## src/fcc_pkg.sv

```systemverilog
// Shared types, codes and handshake structs for the four-function calculator core.
`default_nettype none

package fcc_pkg;

  localparam int unsigned DataW  = 32;
  localparam int unsigned KeyW   = 4;
  localparam int unsigned DigitW = 4;
  localparam int unsigned CountW = 5;

  // Key kinds as they arrive on the op field
  typedef enum logic [KeyW-1:0] {
    KEY_DIGIT  = 4'd0,
    KEY_CLEAR  = 4'd1,
    KEY_NEGATE = 4'd2,
    KEY_EQUALS = 4'd3,
    KEY_ADD    = 4'd4,
    KEY_SUB    = 4'd5,
    KEY_MUL    = 4'd6,
    KEY_DIV    = 4'd7,
    KEY_MOD    = 4'd8
  } key_op_t;

  // Pending operator codes held between operands
  typedef enum logic [2:0] {
    PEND_NONE = 3'd0,
    PEND_ADD  = 3'd1,
    PEND_SUB  = 3'd2,
    PEND_MUL  = 3'd3,
    PEND_DIV  = 3'd4,
    PEND_MOD  = 3'd5
  } pend_op_t;

  localparam logic [3:0] MaxDigit = 4'd9;

  // Controller states
  typedef enum logic [2:0] {
    ST_IDLE,
    ST_EXEC,
    ST_MUL,
    ST_DIV,
    ST_COMMIT,
    ST_FINISH
  } state_t;

  // Controller to datapath
  typedef struct packed {
    logic load_key;
    logic start_div;
    logic step_div;
    logic update;
    logic load_out;
  } cmd_t;

  // Datapath to controller
  typedef struct packed {
    logic needs_mul;
    logic needs_div;
    logic div_last;
    logic out_busy;
  } status_t;

endpackage

`default_nettype wire

```

## src/fcc_ctrl.sv

```systemverilog
// Controller state machine: sequences key capture, long operations and result hand-off.
`default_nettype none

module fcc_ctrl
  import fcc_pkg::*;
(
  input  wire logic    clk,
  input  wire logic    rst,
  input  wire logic    in_valid,
  output logic         in_ready,
  input  wire status_t status,
  output cmd_t         cmd
);

  state_t state;
  state_t state_next;

  // State register
  always_ff @(posedge clk) begin
    if (rst) begin
      state <= ST_IDLE;
    end else begin
      state <= state_next;
    end
  end

  // Next state
  always_comb begin
    state_next = state;
    case (state)
      ST_IDLE: begin
        if (in_valid) state_next = ST_EXEC;
      end
      ST_EXEC: begin
        if (status.needs_mul) begin
          state_next = ST_MUL;
        end else if (status.needs_div) begin
          state_next = ST_DIV;
        end else begin
          state_next = ST_FINISH;
        end
      end
      ST_MUL:    state_next = ST_COMMIT;
      ST_DIV: begin
        if (status.div_last) state_next = ST_COMMIT;
      end
      ST_COMMIT: state_next = ST_FINISH;
      ST_FINISH: begin
        if (!status.out_busy) state_next = ST_IDLE;
      end
      default:   state_next = ST_IDLE;
    endcase
  end

  // Outputs
  always_comb begin
    cmd      = '0;
    in_ready = 1'b0;
    case (state)
      ST_IDLE: begin
        in_ready     = 1'b1;
        cmd.load_key = in_valid;
      end
      ST_EXEC: begin
        cmd.start_div = status.needs_div && !status.needs_mul;
        cmd.update    = !status.needs_mul && !status.needs_div;
      end
      ST_MUL: ;
      ST_DIV: begin
        cmd.step_div = 1'b1;
      end
      ST_COMMIT: begin
        cmd.update = 1'b1;
      end
      ST_FINISH: begin
        cmd.load_out = !status.out_busy;
      end
      default: ;
    endcase
  end

endmodule

`default_nettype wire

```

## src/fcc_datapath.sv

```systemverilog
// Datapath: calculator state, multiplier, one-bit-per-cycle divider and output register.
`default_nettype none

module fcc_datapath
  import fcc_pkg::*;
(
  input  wire logic                     clk,
  input  wire logic                     rst,
  input  wire logic [KeyW-1:0]          op,
  input  wire logic [DigitW-1:0]        digit,
  input  wire cmd_t                     cmd,
  output status_t                       status,
  output logic                          out_valid,
  input  wire logic                     out_ready,
  output logic signed [DataW-1:0]       display_value,
  output logic                          operator_pending
);

  // Calculator state
  logic [DataW-1:0]  accumulator;
  logic [DataW-1:0]  entry_operand;
  pend_op_t          pending_operator;
  logic              pending_valid;
  logic              fresh_entry;
  logic [DataW-1:0]  shown_value;

  // Captured request
  logic [KeyW-1:0]   key_op;
  logic [DigitW-1:0] key_digit;

  // Long-operation registers
  logic [DataW-1:0]  product;
  logic [DataW-1:0]  quo;
  logic [DataW-1:0]  rem;
  logic [DataW-1:0]  divisor;
  logic [CountW-1:0] div_count;

  logic              acc_neg;
  logic              opd_neg;
  logic [DataW-1:0]  acc_mag;
  logic [DataW-1:0]  opd_mag;
  logic              is_operator;
  logic              applies;
  logic [DataW-1:0]  arith_res;
  logic [DataW-1:0]  entry_base;
  logic [DataW-1:0]  digit_res;
  logic [DataW:0]    shifted;
  logic [DataW:0]    trial;
  logic [2:0]        key_pend;

  assign acc_neg = accumulator[DataW-1];
  assign opd_neg = entry_operand[DataW-1];
  assign acc_mag = acc_neg ? (DataW'(0) - accumulator) : accumulator;
  assign opd_mag = opd_neg ? (DataW'(0) - entry_operand) : entry_operand;

  // Key classification
  assign is_operator = (key_op >= KEY_ADD) && (key_op <= KEY_MOD);
  assign applies     = pending_valid && ((key_op == KEY_EQUALS) || is_operator);
  assign key_pend    = 3'(key_op - KEY_EQUALS);

  assign status.needs_mul = applies && (pending_operator == PEND_MUL);
  assign status.needs_div = applies && (opd_mag != '0) &&
                            ((pending_operator == PEND_DIV) || (pending_operator == PEND_MOD));
  assign status.div_last  = (div_count == {CountW{1'b1}});
  assign status.out_busy  = out_valid && !out_ready;

  // Result of the pending operation; a zero divisor keeps the accumulator
  always_comb begin
    case (pending_operator)
      PEND_ADD: arith_res = accumulator + entry_operand;
      PEND_SUB: arith_res = accumulator - entry_operand;
      PEND_MUL: arith_res = product;
      PEND_DIV: begin
        if (opd_mag == '0) begin
          arith_res = accumulator;
        end else begin
          arith_res = (acc_neg != opd_neg) ? (DataW'(0) - quo) : quo;
        end
      end
      PEND_MOD: begin
        if (opd_mag == '0) begin
          arith_res = accumulator;
        end else begin
          arith_res = acc_neg ? (DataW'(0) - rem) : rem;
        end
      end
      default:  arith_res = accumulator;
    endcase
  end

  // Digit entry: operand * 10 + digit, wrapping
  assign entry_base = fresh_entry ? '0 : entry_operand;
  assign digit_res  = (entry_base << 3) + (entry_base << 1) + DataW'(key_digit);

  // Restoring divider step
  assign shifted = {rem, quo[DataW-1]};
  assign trial   = shifted - {1'b0, divisor};

  // Request capture, multiplier and divider
  always_ff @(posedge clk) begin
    product <= accumulator * entry_operand;
    if (cmd.load_key) begin
      key_op    <= op;
      key_digit <= digit;
    end
    if (cmd.start_div) begin
      quo       <= acc_mag;
      rem       <= '0;
      divisor   <= opd_mag;
      div_count <= '0;
    end else if (cmd.step_div) begin
      div_count <= div_count + CountW'(1);
      if (!trial[DataW]) begin
        rem <= trial[DataW-1:0];
        quo <= {quo[DataW-2:0], 1'b1};
      end else begin
        rem <= shifted[DataW-1:0];
        quo <= {quo[DataW-2:0], 1'b0};
      end
    end
  end

  // Calculator state update
  always_ff @(posedge clk) begin
    if (rst) begin
      accumulator      <= '0;
      entry_operand    <= '0;
      pending_operator <= PEND_NONE;
      pending_valid    <= 1'b0;
      fresh_entry      <= 1'b1;
      shown_value      <= '0;
    end else if (cmd.update) begin
      case (key_op)
        KEY_DIGIT: begin
          if (key_digit <= MaxDigit) begin
            entry_operand <= digit_res;
            shown_value   <= digit_res;
            fresh_entry   <= 1'b0;
          end
        end
        KEY_CLEAR: begin
          accumulator      <= '0;
          entry_operand    <= '0;
          pending_operator <= PEND_NONE;
          pending_valid    <= 1'b0;
          fresh_entry      <= 1'b1;
          shown_value      <= '0;
        end
        KEY_NEGATE: begin
          entry_operand <= DataW'(0) - entry_operand;
          shown_value   <= DataW'(0) - entry_operand;
        end
        KEY_EQUALS: begin
          if (pending_valid) begin
            accumulator   <= arith_res;
            shown_value   <= arith_res;
            entry_operand <= arith_res;
            pending_valid <= 1'b0;
            fresh_entry   <= 1'b1;
          end
        end
        KEY_ADD, KEY_SUB, KEY_MUL, KEY_DIV, KEY_MOD: begin
          if (pending_valid) begin
            accumulator <= arith_res;
            shown_value <= arith_res;
          end else begin
            accumulator <= entry_operand;
          end
          pending_operator <= pend_op_t'(key_pend);
          pending_valid    <= 1'b1;
          fresh_entry      <= 1'b1;
        end
        default: ;
      endcase
    end
  end

  // Output register
  always_ff @(posedge clk) begin
    if (rst) begin
      out_valid <= 1'b0;
    end else if (cmd.load_out) begin
      out_valid <= 1'b1;
    end else if (out_ready) begin
      out_valid <= 1'b0;
    end
  end

  always_ff @(posedge clk) begin
    if (cmd.load_out) begin
      display_value    <= shown_value;
      operator_pending <= pending_valid;
    end
  end

endmodule

`default_nettype wire

```

## src/four_function_calculator_core_top.sv

```systemverilog
// Top level of the four-function integer calculator core.
`default_nettype none

// Takes one keypress request at a time and returns one result per key: the
// value on the display and whether an operator awaits its second operand.
// A key is captured, executed and its result loaded into the output register.
// Applying a pending multiply adds one registered 32x32 multiply; applying a
// pending divide or remainder with a nonzero divisor adds the restoring
// divider, which retires one quotient bit per cycle until all 32 are done.
// Keys are handled one at a time; the next key is taken as soon as the result
// is in the output register, even while that result still waits to be taken.
module four_function_calculator_core_top
  import fcc_pkg::*;
(
  input  wire logic                 clk,
  input  wire logic                 rst,
  input  wire logic                 in_valid,
  output logic                      in_ready,
  input  wire logic [KeyW-1:0]      op,
  input  wire logic [DigitW-1:0]    digit,
  output logic                      out_valid,
  input  wire logic                 out_ready,
  output logic signed [DataW-1:0]   display_value,
  output logic                      operator_pending
);

  cmd_t    cmd;
  status_t status;

  fcc_ctrl u_ctrl (
    .clk      (clk),
    .rst      (rst),
    .in_valid (in_valid),
    .in_ready (in_ready),
    .status   (status),
    .cmd      (cmd)
  );

  fcc_datapath u_datapath (
    .clk              (clk),
    .rst              (rst),
    .op               (op),
    .digit            (digit),
    .cmd              (cmd),
    .status           (status),
    .out_valid        (out_valid),
    .out_ready        (out_ready),
    .display_value    (display_value),
    .operator_pending (operator_pending)
  );

endmodule

`default_nettype wire
```

## config.mk

```make
export PLATFORM = sky130hd
export DESIGN_NAME = four_function_calculator_core_top
export DESIGN_NICKNAME = d
export VERILOG_FILES = /design/src/fcc_pkg.sv /design/src/fcc_ctrl.sv /design/src/fcc_datapath.sv /design/src/four_function_calculator_core_top.sv
export SDC_FILE = /design/constraint.sdc
export NUM_CORES = 2
export LEC_CHECK = 0
export ABC_CLOCK_PERIOD_IN_PS = 9500
export BUFFER_PORTS_ARGS = -buffer_cell sky130_fd_sc_hd__buf_2
export CORE_MARGIN = 2
export CORE_UTILIZATION = 55
export DETAILED_ROUTE_END_ITERATION = 8
export GPL_TIMING_DRIVEN = 0
export MAX_ROUTING_LAYER = met4
export PLACE_DENSITY = 0.82
export SYNTH_ARGS = -nofsm -noshare
export SYNTH_HDL_FRONTEND = slang
export SYNTH_SLANG_ARGS = --single-unit
```

## constraint.sdc

```tcl
create_clock -name clk -period 9.5 [get_ports clk]
set_input_delay 1.425 -clock clk [delete_from_list [all_inputs] [get_ports clk]]
set_output_delay 1.425 -clock clk [all_outputs]
set_load 0.01 [all_outputs]
```

==> results by group <==
Clock tree
  – TritonCTS clock tree: done
  – Clk root buf: clkbuf_16
  – Longest Clk Path Bufs: 3
  – Clk sinks: ~280
  – Clk_lat worst skew: ~0.58 ns
  – Post-CTS Setup Inserts: 0
  – CTS buffer count: 35
  – H-tree depth: 2
  – Clock transition at path regs: approximately 0.070 ns

Route
  – Detailed-route DRC error count: 0
  – Vias: roughly 37000
  – Total Routed Length: around 170 mm
  – Drt pass-1 iters: 7
  – Vias/cell: ~6.6
  – Detail Route Antenna Nets: 0
  – Initial DRC count: ~5000
  – Routed length per instance: 30.9 um

Logic synthesis
  – Synth top area share: a little over a fifth
  – Flops & latches, synth: ~280
  – Syn avg cell area: ~8.4 um2
  – Register area share after synthesis: between 10% and 20%
  – Synth warnings: 0
  – Synth async-reset ratio: 0%
  – Number of flops mapped to enable cells by yosys: roughly 110
  – Top cells by area, synth: fa_1 22%, dfxtp_1 9.2%, ha_1 8.5%
  – Mapped cell area: between 0.03 and 0.04 mm2
  – Leading area contributor after synthesis: fa_1
  – Yosys cell types: between 90 and 100
  – Main synth FF type: dfxtp_1
  – Syn Nets: between 5000 and 6000
  – Synth Instances: around 4500

Setup path
  – CP Data Required Time: between 9 and 10 ns
  – Crit path kind: reg -> reg
  – RR Startpoint: u_datapath.entry_operand[0]$_SDFFE_PP0P_
  – Reg-to-Reg End: u_datapath.shown_value[24]$_SDFFE_PP0P_
  – Reg2Reg Setup Slack: around 0.069 ns
  – CP startpoint kind: flip-flop
  – Launch point of the worst path: u_datapath.entry_operand[0]$_SDFFE_PP0P_
  – FF-to-FF path depth: 23
  – Critical-path maximum fanout: 8
  – CP Capture Type: flip-flop
  – Crit path to: u_datapath.shown_value[24]$_SDFFE_PP0P_
  – Worst Path Arrival: approximately 9.9 ns

Timing
  – Fin crit period: 9.43 ns
  – Fin. max-slew vios: 14
  – Final period util: ~99%
  – Setup Skew: 0.0219 ns
  – Hold Fails Final Rpt: 0
  – Slew margin rel.: -4.46%
  – Fmax: 0.106 GHz
  – Worst slew pin tran: about 1.6 ns
  – Final Setup Violations: 0
  – Min setup slack post-route: roughly 0.069 ns

Floorplanning
  – Initial cell density of the core: 55.4%
  – Row Count: 96
  – Die ar.: around 0.071 mm2
  – Die X: 266 um
  – Core Region: around 0.07 mm2
  – Ports: between 40 and 50
  – Die H: 266 um

Global route
  – Initial antenna violation count: 20
  – First-pass GRT wire length: approximately 240 mm
  – Grt ovf: 0
  – Pin count of the biggest net entering global routing: 37
  – Vias in the first global route: between 30000 and 40000
  – All-Layer GR Usage: approximately 50%

Final layout
  – Non-filler instance count after layout: 5516
  – Nets@finish: between 5000 and 6000
  – P&R area growth vs syn: 7.08%
  – Layout cell share with drive strength beyond 1: a little over 5%

Placement
  – Dpl ws: -0.376 ns
  – Dpl hpwl: roughly 140 mm
  – Placed insts: around 5400
  – Routability congestion estimate: around 1.1
  – PortBufs: 46

Status
  – Status: finished, violations left
  – Failing checks: max-capacitance violations, max-slew violations

Min path
  – HP Class: reg -> reg

Pwr
  – Worst vdd ir: between 0.09 and 0.1 mV
  – Pwr dens: ~120 mW/mm2
  – Static Leak: ~0.017 uW

Job
  – Maxcap violations: 1
where the power goes:
part	total [uW]	internal, uW	leakage, uW	switching [uW]
clock	1440	819	0.000586	617
sequential	1370	1300	0.00238	69.5
combinational	2030	570	0.0142	1460
metrics by stage:
| stage | hold slack (ns) | utilization (%) | power, uW | setup TNS [ns] | cell area (um2) |
|---|---|---|---|---|---|
| after global placement | 0.416 | 57.4 | 3280 | -0.473 | 39200 |
| final | 0.427 | 59.4 | 4830 | 0 | 40600 |
| after global routing | 0.442 | 59.4 | 4920 | -0.0458 | 40600 |
| after CTS | 0.429 | 59.2 | 4690 | 0 | 40500 |
| after floorplan | 0.403 | - | 2520 | 0 | 37900 |
| after detailed placement | 0.416 | 57.4 | 3280 | -0.712 | 39200 |
state kept, by name, indices dropped and copies added (netlist names), 3 cells and up:
register                     count
u_datapath.accumulator          32
u_datapath.quo                  32
u_datapath.shown_value          32
u_datapath.product              32
u_datapath.divisor              32
u_datapath.entry_operand        32
u_datapath.div_count             5
u_datapath.key_op                4
u_ctrl.state                     3
u_datapath.rem                  32
u_datapath.pending_operator      3
u_datapath.display_value        32
u_datapath.key_digit             4
synth_stat cells (all sizes together) (13+ instances only):
library cell  count
nand2           481
inv             449
fa              412
and2            311
nor2            291
clkbuf          264
o21ai           263
ha              256
a21oi           233
xnor2           194
dfxtp           174
xor2            136
edfxtp          105
nor3             85
nand3            77
buf              43
nor2b            43
a211oi           42
a21o             42
o31ai            36
or3              36
a31oi            35
mux2i            35
nor4             31
nand2b           30
o21a             30
a221oi           25
or4              25
o22ai            24
o211ai           21
o221ai           21
or2              16
nand4            15
o21bai           15
a22o             13
layout make-up:
cell class | count | area [um2]
multi-input cells | 3466 | 28400
fillers | 6147 | 27800
flip-flops and latches | 279 | 6640
inverters | 454 | 1700
plain buffers | 304 | 1240
well taps | 882 | 1100
clock buffers | 42 | 922
repair buffers | 49 | 277
clock inverters | 22 | 269
diodes | 18 | 45.0
timing repair:
item,in CTS,in global routing
setup endpoints to repair,4,5
hold buffers,0,0
gates cloned,0,0
gates resized for setup,9,43
worst max-delay path: stages (launching register included):
cell	delay, ns
dfxtp_1	0.39
clkbuf_1	0.47
inv_1	0.58
ha_1	0.24
clkbuf_1	0.46
or3b_2	0.49
clkbuf_1	0.29
nor2_1	0.54
nand2_1	0.34
nor3_1	0.84
nor2_1	0.22
xnor2_1	0.22
ha_1	0.43
nand2_1	0.18
or3_1	0.37
o21ai_0	0.42
or4_1	0.18
a31oi_1	0.12
o21ai_0	0.46
mux2i_1	0.20
a221oi_1	1.28
o211ai_1	0.38
o21ai_0	0.17
nor2_1	0.05
kinds of logic (layout without fill, tap and decap cells):
| kind of cell | count (synthesis) | count (layout) | share of synthesized area [%] |
|---|---|---|---|
| and+or+nand+nor | 1485 | 1485 | 19.4 |
| AOI/OAI and AO/OA | 945 | 945 | 16.5 |
| buffers and inverters | 761 | 871 | 7.68 |
| adders and majority gates | 668 | 668 | 30.2 |
| xor gates and xnor gates | 330 | 330 | 7.63 |
| DFF | 279 | 279 | 17.5 |
| muxes | 38 | 38 | 1.01 |
| other | 0 | 18 | 0 |
how the worst min path moves through the flow:
| stage | startpoint | end | cells after the start |
|---|---|---|---|
| 2_1_floorplan | u_datapath.shown_value[18]$_SDFFE_PP0P_ | u_datapath.display_value[18]$_DFFE_PP_ | 0 |
| 3_3_place_gp | u_datapath.shown_value[9]$_SDFFE_PP0P_ | u_datapath.display_value[9]$_DFFE_PP_ | 0 |
| 3_5_place_dp | u_datapath.shown_value[7]$_SDFFE_PP0P_ | u_datapath.display_value[7]$_DFFE_PP_ | 0 |
| 4_1_cts | u_datapath.shown_value[8]$_SDFFE_PP0P_ | u_datapath.display_value[8]$_DFFE_PP_ | 0 |
| 5_1_grt | u_datapath.shown_value[14]$_SDFFE_PP0P_ | u_datapath.display_value[14]$_DFFE_PP_ | 0 |
| 6_report | u_datapath.shown_value[13]$_SDFFE_PP0P_ | u_datapath.display_value[13]$_DFFE_PP_ | 0 |
placed cells by master, fill, tap and decap left out, types with 30 or more instances in the layout:
cell type and instances:
ha_1 256, a21o_1 42, clkbuf_1 242, nor3_1 79, clkbuf_16 35, fa_1 412, a21oi_1 231, dfxtp_1 173
o21a_1 30, edfxtp_1 105, o31ai_1 34, xnor2_1 194, nor2b_1 43, mux2i_1 35, or3_1 33, nand3_1 77
nand2b_1 30, nand2_1 479, o21ai_0 246, xor2_1 136, buf_2 64, inv_1 448, nor2_1 289, and2_1 311
a31oi_1 35, a211oi_1 38
metal layers:
layer  global-route usage (%)  part of all wire, %  vias up
met5                        -                    0        -
met4                     36.8                  9.3        0
met3                     16.3                   13      830
met2                     69.7                   41     2614
met1                     58.9                   36    17700
li1                         -                    -    15400
Power figures use the tool's default switching activity.
